<file path="config.mk">
export PLATFORM = sky130hd
export DESIGN_NAME = utf8_text_fold_normalizer
export DESIGN_NICKNAME = d
export VERILOG_FILES = /design/src/hdl/utfn_pkg.sv /design/src/hdl/utfn_out_buf.sv /design/src/hdl/utf8_text_fold_normalizer.sv
export SDC_FILE = /design/constraint.sdc
export NUM_CORES = 1
export LEC_CHECK = 0
export BUFFER_PORTS_ARGS = -buffer_cell sky130_fd_sc_hd__buf_2
export CAP_MARGIN = 30
export CORE_MARGIN = 5
export CORE_UTILIZATION = 57
export CTS_CLUSTER_SIZE = 14
export DETAILED_ROUTE_END_ITERATION = 8
export PLACE_DENSITY = 0.76
export SYNTH_ARGS = -nofsm -noshare
export SYNTH_HDL_FRONTEND = slang
export SYNTH_SLANG_ARGS = --single-unit
</file>
<file path="constraint.sdc">
create_clock -name clock -period 3.9 [get_ports clock]
set_input_delay 0.585 -clock clock [delete_from_list [all_inputs] [get_ports clock]]
set_output_delay 0.585 -clock clock [all_outputs]
set_load 0.01 [all_outputs]
</file>
<file path="src/hdl/utfn_pkg.sv">
`default_nettype none

package utfn_pkg;

   localparam int ByteW         = 8;
   localparam int CodeW         = 21;
   localparam int SlotsPerPiece = 5;
   localparam int PieceCount    = 3;
   localparam int SlotCount     = SlotsPerPiece * PieceCount;

   localparam logic [ByteW-1:0] SpaceChar = 8'h20;

   // Output of one decoded code point: a leading collapsed space in slot 0 and
   // up to four text bytes above it, each with its own valid bit.
   typedef struct packed {
      logic [SlotsPerPiece-1:0][ByteW-1:0] data;
      logic [SlotsPerPiece-1:0]            valid;
      logic                                after_space;
      logic                                space_pending;
   } piece_type;

   // Everything one item leaves for the result buffer.
   typedef struct packed {
      logic [SlotCount-1:0][ByteW-1:0] data;
      logic [SlotCount-1:0]            mask;
      logic                            last;
      logic                            marker;
   } load_type;

   typedef struct packed {
      logic empty;
      logic drain;
   } buf_status_type;

   // Length of the sequence that a lead byte opens; a stray byte stands alone.
   function automatic logic [2:0] lead_len(logic [ByteW-1:0] b);
      logic [2:0] len;
      len = 3'd1;
      if (b[7:5] == 3'b110) begin
         len = 3'd2;
      end else if (b[7:4] == 4'b1110) begin
         len = 3'd3;
      end else if (b[7:3] == 5'b11110) begin
         len = 3'd4;
      end
      return len;
   endfunction

   // ASCII fold of Latin-1 C0..FF, first byte in the low half, zero when absent.
   function automatic logic [15:0] fold_lookup(logic [5:0] idx);
      logic [15:0] f;
      case (idx[4:0]) inside
         [5'd0:5'd5]   : f = {8'h00, "a"};
         5'd6          : f = {"e", "a"};
         5'd7          : f = {8'h00, "c"};
         [5'd8:5'd11]  : f = {8'h00, "e"};
         [5'd12:5'd15] : f = {8'h00, "i"};
         5'd16         : f = {8'h00, "d"};
         5'd17         : f = {8'h00, "n"};
         [5'd18:5'd22] : f = {8'h00, "o"};
         5'd23         : f = 16'h0000;
         5'd24         : f = {8'h00, "o"};
         [5'd25:5'd28] : f = {8'h00, "u"};
         5'd29         : f = {8'h00, "y"};
         5'd30         : f = {"h", "t"};
         5'd31         : f = idx[5] ? {8'h00, "y"} : {"s", "s"};
         default       : f = 16'h0000;
      endcase
      return f;
   endfunction

   // Normalizes one code point and advances the space-collapsing state.
   function automatic piece_type fold_piece(logic en, logic [CodeW-1:0] cp,
                                            logic after_sp, logic pend);
      piece_type         r;
      logic [3:0][7:0]   p;
      logic [3:0]        pv;
      logic              is_sp;
      logic [15:0]       f;
      p     = '0;
      pv    = '0;
      is_sp = 1'b0;
      f     = fold_lookup(cp[5:0]);
      if (cp >= 21'h0000C0 && cp <= 21'h0000FF) begin
         p[0]  = f[7:0];
         p[1]  = f[15:8];
         pv[0] = |f[7:0];
         pv[1] = |f[15:8];
      end else if (cp < 21'h000080) begin
         case (cp[7:0]) inside
            [8'h41:8'h5A] : begin
               p[0]  = cp[7:0] + 8'd32;
               pv[0] = 1'b1;
            end
            [8'h61:8'h7A], [8'h30:8'h39] : begin
               p[0]  = cp[7:0];
               pv[0] = 1'b1;
            end
            8'h20, 8'h09, 8'h0A : is_sp = 1'b1;
            default : ;
         endcase
      end else if (cp < 21'h000800) begin
         p[0] = {3'b110, cp[10:6]};
         p[1] = {2'b10, cp[5:0]};
         pv   = 4'b0011;
      end else if (cp < 21'h010000) begin
         p[0] = {4'b1110, cp[15:12]};
         p[1] = {2'b10, cp[11:6]};
         p[2] = {2'b10, cp[5:0]};
         pv   = 4'b0111;
      end else begin
         p[0] = {5'b11110, cp[20:18]};
         p[1] = {2'b10, cp[17:12]};
         p[2] = {2'b10, cp[11:6]};
         p[3] = {2'b10, cp[5:0]};
         pv   = 4'b1111;
      end
      r.data          = {p, SpaceChar};
      r.valid         = '0;
      r.after_space   = after_sp;
      r.space_pending = pend;
      if (en) begin
         if (is_sp) begin
            if (!after_sp) begin
               r.space_pending = 1'b1;
            end
            r.after_space = 1'b1;
         end else if (|pv) begin
            r.valid         = {pv, pend};
            r.space_pending = 1'b0;
            r.after_space   = 1'b0;
         end
      end
      return r;
   endfunction

endpackage

`default_nettype wire

</file>
<file path="src/hdl/utfn_out_buf.sv">
`default_nettype none

module utfn_out_buf (
   input  wire logic                      clock,
   input  wire logic                      reset,
   input  wire logic                      load,
   input  wire utfn_pkg::load_type        load_data,
   output utfn_pkg::buf_status_type       status,
   output logic                           rsp_tvalid,
   input  wire logic                      rsp_tready,
   output logic [15:0]                    rsp_tdata,  // [7:0] out_byte, [8] byte_valid
   output logic                           rsp_tlast
);

   logic [utfn_pkg::SlotCount-1:0][utfn_pkg::ByteW-1:0] data_ff;
   logic [utfn_pkg::SlotCount-1:0]                      mask_ff, mask_in, rest;
   logic                                                last_ff, marker_ff;
   logic                                                marker_in;
   logic [utfn_pkg::ByteW-1:0]                          sel_byte;
   logic                                                xfer;

   // Lowest valid slot goes out first; the rest mask drops it.
   always_comb begin
      sel_byte = '0;
      for (int i = utfn_pkg::SlotCount - 1; i >= 0; i--) begin
         if (mask_ff[i]) begin
            sel_byte = data_ff[i];
         end
      end
   end

   assign rest       = mask_ff & (mask_ff - utfn_pkg::SlotCount'(1));
   assign rsp_tvalid = (|mask_ff) | marker_ff;
   assign rsp_tdata  = {7'b0, |mask_ff, sel_byte};
   assign rsp_tlast  = last_ff & (rest == '0);
   assign xfer       = rsp_tvalid & rsp_tready;

   assign status.empty = !rsp_tvalid;
   assign status.drain = xfer & (rest == '0);

   always_comb begin
      mask_in   = mask_ff;
      marker_in = marker_ff;
      if (load) begin
         mask_in   = load_data.mask;
         marker_in = load_data.marker;
      end else if (xfer) begin
         mask_in   = rest;
         marker_in = 1'b0;
      end
   end

   always_ff @(posedge clock) begin
      if (reset) begin
         mask_ff   <= '0;
         marker_ff <= 1'b0;
         last_ff   <= 1'b0;
      end else begin
         mask_ff   <= mask_in;
         marker_ff <= marker_in;
         if (load) begin
            last_ff <= load_data.last;
         end
      end
   end

   always_ff @(posedge clock) begin
      if (load) begin
         data_ff <= load_data.data;
      end
   end

   a_marker_alone : assert property (@(posedge clock) disable iff (reset)
      !(marker_ff && (|mask_ff)))
      else $error("end-only marker shares the buffer with text bytes");

   a_load_when_free : assert property (@(posedge clock) disable iff (reset)
      load |-> (status.empty || status.drain))
      else $error("buffer loaded while results still wait");

   a_drain_order : assert property (@(posedge clock) disable iff (reset)
      (xfer && !load && (rest != '0)) |=> (mask_ff == $past(rest)))
      else $error("buffer did not drop exactly the byte just sent");

endmodule

`default_nettype wire

</file>
<file path="src/hdl/utf8_text_fold_normalizer.sv">
// An input byte is taken into the input register, moves into the result buffer
// once that is empty or sending its final byte, and its results are offered from there.
// Throughput: one input byte per cycle while each byte yields at most one result
// and the receiver is ready; a byte that yields several results (up to 7) keeps the
// result buffer until its last is sent, and the next byte waits meanwhile.
// Reset (synchronous, active high) empties both registers and returns the decoder
// to its start-of-string state: no sequence open, leading spaces suppressed.
`default_nettype none

module utf8_text_fold_normalizer (
   input  wire logic        clock,
   input  wire logic        reset,
   input  wire logic        req_tvalid,
   output logic             req_tready,
   input  wire logic [7:0]  req_tdata,   // [7:0] in_byte
   input  wire logic        req_tlast,   // in_last
   output logic             rsp_tvalid,
   input  wire logic        rsp_tready,
   output logic [15:0]      rsp_tdata,   // [7:0] out_byte, [8] byte_valid, rest zero
   output logic             rsp_tlast    // out_last
);

   // Input register: one raw byte and its end-of-string mark.
   logic                        item_valid_ff;
   logic [utfn_pkg::ByteW-1:0]  item_byte_ff;
   logic                        item_last_ff;

   // Decoder state carried between bytes of a string.
   logic [utfn_pkg::CodeW-1:0]  accum_ff, accum_in, accum_next;
   logic [2:0]                  seq_len_ff, seq_len_in;
   logic [1:0]                  seen_ff, seen_in;
   logic                        after_space_ff, after_space_in;
   logic                        space_pending_ff, space_pending_in;
   logic [utfn_pkg::ByteW-1:0]  held_ff [4];
   logic [utfn_pkg::ByteW-1:0]  held_view [4];

   logic                        held_we;
   logic [1:0]                  held_idx;
   logic [2:0]                  len_b;
   logic                        have_a, tail, combine;
   logic [utfn_pkg::CodeW-1:0]  cp_done, cp_a, cp_b, cp_c;
   logic                        en_a, en_b, en_c;
   utfn_pkg::piece_type         res_a, res_b, res_c;
   utfn_pkg::load_type          load_data;
   utfn_pkg::buf_status_type    buf_status;
   logic                        advance;

   // The item moves on once the result buffer is empty or sends its final byte
   // in this cycle, so the input register frees up in the same cycle.
   assign advance    = item_valid_ff & (buf_status.empty | buf_status.drain);
   assign req_tready = !item_valid_ff | advance;

   always_ff @(posedge clock) begin
      if (reset) begin
         item_valid_ff <= 1'b0;
      end else if (req_tready) begin
         item_valid_ff <= req_tvalid;
      end
   end

   always_ff @(posedge clock) begin
      if (req_tready && req_tvalid) begin
         item_byte_ff <= req_tdata[7:0];
         item_last_ff <= req_tlast;
      end
   end

   // Sequence tracking. A lead byte opens a sequence and keeps its payload bits;
   // every further byte adds its low six bits until the sequence is complete.
   always_comb begin
      len_b      = utfn_pkg::lead_len(item_byte_ff);
      seq_len_in = seq_len_ff;
      seen_in    = seen_ff;
      accum_in   = accum_ff;
      accum_next = {accum_ff[14:0], item_byte_ff[5:0]};
      held_we    = 1'b0;
      held_idx   = seen_ff;
      cp_done    = {13'b0, item_byte_ff};
      have_a     = 1'b0;
      if (seq_len_ff == 3'd0) begin
         if (len_b == 3'd1) begin
            have_a = 1'b1;
         end else begin
            seq_len_in = len_b;
            seen_in    = 2'd1;
            held_we    = 1'b1;
            held_idx   = 2'd0;
            case (len_b)
               3'd2    : accum_in = {16'b0, item_byte_ff[4:0]};
               3'd3    : accum_in = {17'b0, item_byte_ff[3:0]};
               default : accum_in = {18'b0, item_byte_ff[2:0]};
            endcase
         end
      end else begin
         held_we = 1'b1;
         if (({1'b0, seen_ff} + 3'd1) >= seq_len_ff) begin
            cp_done    = accum_next;
            have_a     = 1'b1;
            seq_len_in = 3'd0;
            seen_in    = 2'd0;
            accum_in   = '0;
         end else begin
            seen_in  = seen_ff + 2'd1;
            accum_in = accum_next;
         end
      end
   end

   // Held bytes as they stand once this byte is written.
   always_comb begin
      for (int i = 0; i < 4; i++) begin
         held_view[i] = (held_we && (held_idx == 2'(i))) ? item_byte_ff : held_ff[i];
      end
   end

   // A string that ends inside a sequence: the lead byte stands alone, and the
   // bytes after it are parsed again. Only a two-byte lead in the middle position
   // can still find its continuation byte; anything else stands for itself.
   always_comb begin
      tail    = item_last_ff & (seq_len_in != 3'd0);
      combine = (seen_in == 2'd3) & (utfn_pkg::lead_len(held_view[1]) == 3'd2);
      en_a    = have_a | tail;
      en_b    = tail & (seen_in >= 2'd2);
      en_c    = tail & (seen_in == 2'd3) & !combine;
      cp_a    = tail ? {13'b0, held_view[0]} : cp_done;
      cp_b    = combine ? {10'b0, held_view[1][4:0], held_view[2][5:0]}
                        : {13'b0, held_view[1]};
      cp_c    = {13'b0, held_view[2]};
   end

   // Up to three code points are normalized in order, the space state passing
   // from one to the next.
   assign res_a = utfn_pkg::fold_piece(en_a, cp_a, after_space_ff, space_pending_ff);
   assign res_b = utfn_pkg::fold_piece(en_b, cp_b, res_a.after_space, res_a.space_pending);
   assign res_c = utfn_pkg::fold_piece(en_c, cp_c, res_b.after_space, res_b.space_pending);

   always_comb begin
      load_data.data   = {res_c.data, res_b.data, res_a.data};
      load_data.mask   = {res_c.valid, res_b.valid, res_a.valid};
      load_data.last   = item_last_ff;
      load_data.marker = item_last_ff & ({res_c.valid, res_b.valid, res_a.valid} == '0);
      after_space_in   = res_c.after_space;
      space_pending_in = res_c.space_pending;
   end

   // At the end of a string the trailing space is dropped and every piece of
   // decoder state goes back to its start-of-string value.
   always_ff @(posedge clock) begin
      if (reset) begin
         seq_len_ff       <= 3'd0;
         seen_ff          <= 2'd0;
         accum_ff         <= '0;
         after_space_ff   <= 1'b1;
         space_pending_ff <= 1'b0;
      end else if (advance) begin
         if (item_last_ff) begin
            seq_len_ff       <= 3'd0;
            seen_ff          <= 2'd0;
            accum_ff         <= '0;
            after_space_ff   <= 1'b1;
            space_pending_ff <= 1'b0;
         end else begin
            seq_len_ff       <= seq_len_in;
            seen_ff          <= seen_in;
            accum_ff         <= accum_in;
            after_space_ff   <= after_space_in;
            space_pending_ff <= space_pending_in;
         end
      end
   end

   always_ff @(posedge clock) begin
      if (advance && held_we) begin
         held_ff[held_idx] <= item_byte_ff;
      end
   end

   utfn_out_buf u_out_buf (
      .clock      (clock),
      .reset      (reset),
      .load       (advance),
      .load_data  (load_data),
      .status     (buf_status),
      .rsp_tvalid (rsp_tvalid),
      .rsp_tready (rsp_tready),
      .rsp_tdata  (rsp_tdata),
      .rsp_tlast  (rsp_tlast)
   );

   a_seq_len_legal : assert property (@(posedge clock) disable iff (reset)
      (seq_len_ff == 3'd0) || (seq_len_ff >= 3'd2 && seq_len_ff <= 3'd4))
      else $error("open sequence has an impossible length");

   a_seen_in_range : assert property (@(posedge clock) disable iff (reset)
      (seq_len_ff != 3'd0) |-> (seen_ff != 2'd0 && {1'b0, seen_ff} < seq_len_ff))
      else $error("byte count of the open sequence out of range");

   a_end_restarts : assert property (@(posedge clock) disable iff (reset)
      (advance && item_last_ff) |=>
         (seq_len_ff == 3'd0 && after_space_ff && !space_pending_ff))
      else $error("decoder state not restarted after the end of a string");

   a_end_has_result : assert property (@(posedge clock) disable iff (reset)
      (advance && item_last_ff) |=> rsp_tvalid)
      else $error("end of string left no result to send");

endmodule

`default_nettype wire

</file>
==> results.json <==
{
  "async_flop_share_pct": 0,
  "antennaDiodeCount": 0,
  "port_buffers": 24,
  "post-place-ws_ns": -0.0964,
  "path_class": "flop to flop",
  "endpoint_kind": "flop",
  "cp.arrival_ns": 4.13,
  "synth_cells": 1065,
  "final_common_cell": "nand2_1",
  "worstSetupStartpointType": "flop",
  "track_usage_pct": 29.9,
  "area_delta_synth_final_pct": 17.5,
  "drtIter0Drc": 979,
  "dp_hpwl_mm": 19.9,
  "grt_max_degree": 67,
  "layout-drive-gt1-share_pct": 17.2,
  "top_layer": "met5",
  "antenna_found_initial": 1,
  "synth_top_family_by_area": "compound AO/OA/AOI/OAI gates",
  "h-tree-depth": 4,
  "wl_met1_mm": 11.8,
  "p_per_area_nw_per_um2": 342,
  "coreArea_sq_um": 15300,
  "firstDrtPassIters": 5,
  "cts_root_buffer": "clkbuf_16",
  "rows": 45,
  "grt.overflow.total": 0,
  "start_util_pct": 58.6,
  "cts_tree": "yes",
  "num_vias": 8793,
  "cp_max_fo": 7,
  "synth_area_per_cell_sq_um": 8.43,
  "post_synth_xor_area_fraction_pct": 0.683,
  "clkLatencyLatePin_ns": 0.43,
  "setup_ws_ns": 0.126,
  "wl_per_cell_microns": 20.2,
  "ctsHoldBuffers": 0,
  "cts_buffer_depth": 2,
  "synth_cell_types": 81,
  "io_pins": 32,
  "p_leak_uw": 0.00396,
  "crit_required_ns": 4.25,
  "finClkSkew_ns": 0.00785,
  "max_slew.worst_pin.slew_ns": 0.834,
  "synthFlopType": "edfxtp_1",
  "yosys_warnings": 0,
  "final_cell_mix": "136 x nand2_1, 100 x nor2_1, 95 x edfxtp_1",
  "synth-edff-count": 95,
  "wl_met2_mm": 12.1,
  "postRouteAntennaNets": 0,
  "die_width_microns": 135,
  "layout.nets": 1158,
  "grt_pass1_wl_mm": 42.9,
  "syn_area_sq_um": 8980,
  "min_period_over_period_pct": 96.8,
  "drt-total-wl_mm": 27.4,
  "period_minus_slack_ns": 3.77,
  "yosys_register_bits": 135,
  "yosys.area_share.simple_pct": 22.7,
  "max_freq_mhz": 265,
  "hold_viol": 0,
  "stdcell_count": 1359,
  "fin_util_pct": 68.9,
  "dp_cells": 1325,
  "ir_worst_vdd_uv": 459,
  "drc_errors": 0,
  "grt_pass1_vias": 7860,
  "relSlewSlack_pct": 44.4,
  "setup_viol": 0,
  "dieHeight_microns": 135,
  "synth_compound_area_share_pct": 24.5,
  "ys_seq_area_share_pct": 40.7,
  "clkTransAtPathRegs_ns": 0.06,
  "whs_ns": 0.330,
  "globalplace.congestion": 1.04,
  "die-area_sq_um": 18400,
  "max-cap-violations": 0,
  "viasPerCell": 6.47,
  "status": "complete, no violations",
  "synth.area.mux_share_pct": 4.81,
  "routed-wl-met3_mm": 2.68,
  "cts_buffers": 17,
  "hp-class": "primary input to flop",
  "synthAdderAreaFrac_pct": 1.74,
  "final-max-slew-violation-count": 0,
  "clkSinkCount": 135
}
## kinds of logic (layout without fill, tap and decap cells)
group,after synthesis,in the layout
buf+inv,101,178
flops,135,135
xor+xnor,7,7
other cells,1,7
mux,41,41
compound gates,338,338
simple gates,429,429
fa+ha+maj,13,13
## cell type report
type | count | area [sq um]
Multi-Input combinational cell | 835 | 5050
Timing Repair Buffer | 115 | 857
Clock inverter | 9 | 115
Inverter | 31 | 118
Clock buffer | 23 | 488
Sequential cell | 135 | 3660
Fill cell | 1270 | 4760
Tap cell | 211 | 264
## per-layer routing
layer	vias to the layer above	GRT usage [%]
li1	4126	-
met1	4063	43.1
met2	525	44.1
met3	77	7.54
met4	2	10.2
met5	-	0
## per-stage QoR
step,setup TNS [ns],total power [uW],area (sq um)
global route,-0.0268,3730,10600
detailed placement,-0.166,1990,9800
global placement,0,1990,9800
finish,0,3610,10600
floorplan,0,1860,9010
CTS,0,3610,10400
## flip-flops by register name, indices dropped and copies added, names as in the netlist
name,count
u_out_buf.data_ff,62
held_ff,24
accum_ff,15
u_out_buf.mask_ff,15
item_byte_ff,8
seq_len_ff,3
seen_ff,2
after_space_ff,1
item_last_ff,1
item_valid_ff,1
space_pending_ff,1
u_out_buf.last_ff,1
u_out_buf.marker_ff,1
## worst max-delay path, cell delays in order (launching register included)
cell	delay (ns)
dfxtp_2	0.33
ha_4	0.25
ha_4	0.27
nand2_2	0.07
o21a_4	0.26
mux2i_2	0.16
o22ai_2	0.19
inv_1	0.09
buf_4	0.17
ha_4	0.17
nand2b_1	0.07
a21oi_1	0.06
o211ai_1	0.22
o22ai_2	0.11
a211o_1	0.30
o211ai_1	0.21
buf_4	0.15
nand2_1	0.04
or4_4	0.42
a21oi_2	0.13
## where the power goes
| group | total, uW | internal [uW] | leakage [uW] | switching, uW |
|---|---|---|---|---|
| registers | 1610 | 1580 | 0.00123 | 26.3 |
| clock network | 1630 | 1010 | 0.000291 | 616 |
| logic | 372 | 131 | 0.00245 | 241 |
## synthesized netlist by cell type (4+ instances only)
library cell | instances | share of area (%)
nand2_1 | 137 | 5.7
nor2_1 | 100 | 4.2
a21oi_1 | 95 | 5.3
edfxtp_1 | 95 | 32
o21ai_0 | 77 | 4.3
clkbuf_1 | 44 | 1.8
nand3_1 | 42 | 2.3
dfxtp_1 | 40 | 8.9
nor3_1 | 40 | 2.2
mux2i_1 | 33 | 3.7
inv_1 | 26 | 1.1
nor2b_1 | 20 | 1.4
a22oi_1 | 17 | 1.4
nand2b_1 | 17 | 1.2
o31ai_1 | 14 | 1.2
a211oi_1 | 13 | 1.1
buf_2 | 13 | 0.72
o22ai_1 | 13 | 0.91
nor4_1 | 11 | 0.77
a31oi_1 | 10 | 0.70
ha_1 | 10 | 1.4
a21o_1 | 9 | 0.75
a221oi_1 | 9 | 0.88
buf_4 | 9 | 0.75
nand3b_1 | 8 | 0.67
nand4_1 | 8 | 0.56
or3_1 | 8 | 0.56
and3_1 | 7 | 0.49
mux2_2 | 7 | 0.88
o211ai_1 | 7 | 0.59
o21a_1 | 7 | 0.59
a311oi_1 | 6 | 0.59
and2_1 | 6 | 0.42
nor3b_1 | 6 | 0.50
o221ai_1 | 6 | 0.59
o21ai_1 | 5 | 0.28
or2_2 | 5 | 0.35
or4_1 | 5 | 0.42
xnor2_1 | 5 | 0.49
a31o_2 | 4 | 0.39
clkinv_1 | 4 | 0.17
o2111ai_1 | 4 | 0.39
o22a_1 | 4 | 0.39
## final timing paths
path / to / start / depth (start not counted) / slack, ns
worst max-delay path: u_out_buf.marker_ff$_SDFFE_PP0P_ / seen_ff[1]$_SDFFE_PP0P_ / 19 / 0.13
worst min-delay path: item_byte_ff[4]$_DFFE_PP_ / req_tdata[4] / 1 / 0.33
worst max register to register: u_out_buf.marker_ff$_SDFFE_PP0P_ / seen_ff[1]$_SDFFE_PP0P_ / 19 / 0.13
worst min register to register: accum_ff[1]$_SDFFE_PP0P_ / accum_ff[1]$_SDFFE_PP0P_ / 2 / 0.47
## repair_timing
item                                    CTS  global route
gates cloned                              0             0
gates resized for setup                   2            29
setup buffers                             0             2
pin swaps                                 0             9
endpoints found under the setup margin    2            15
(Power assumes the default switching activity.)
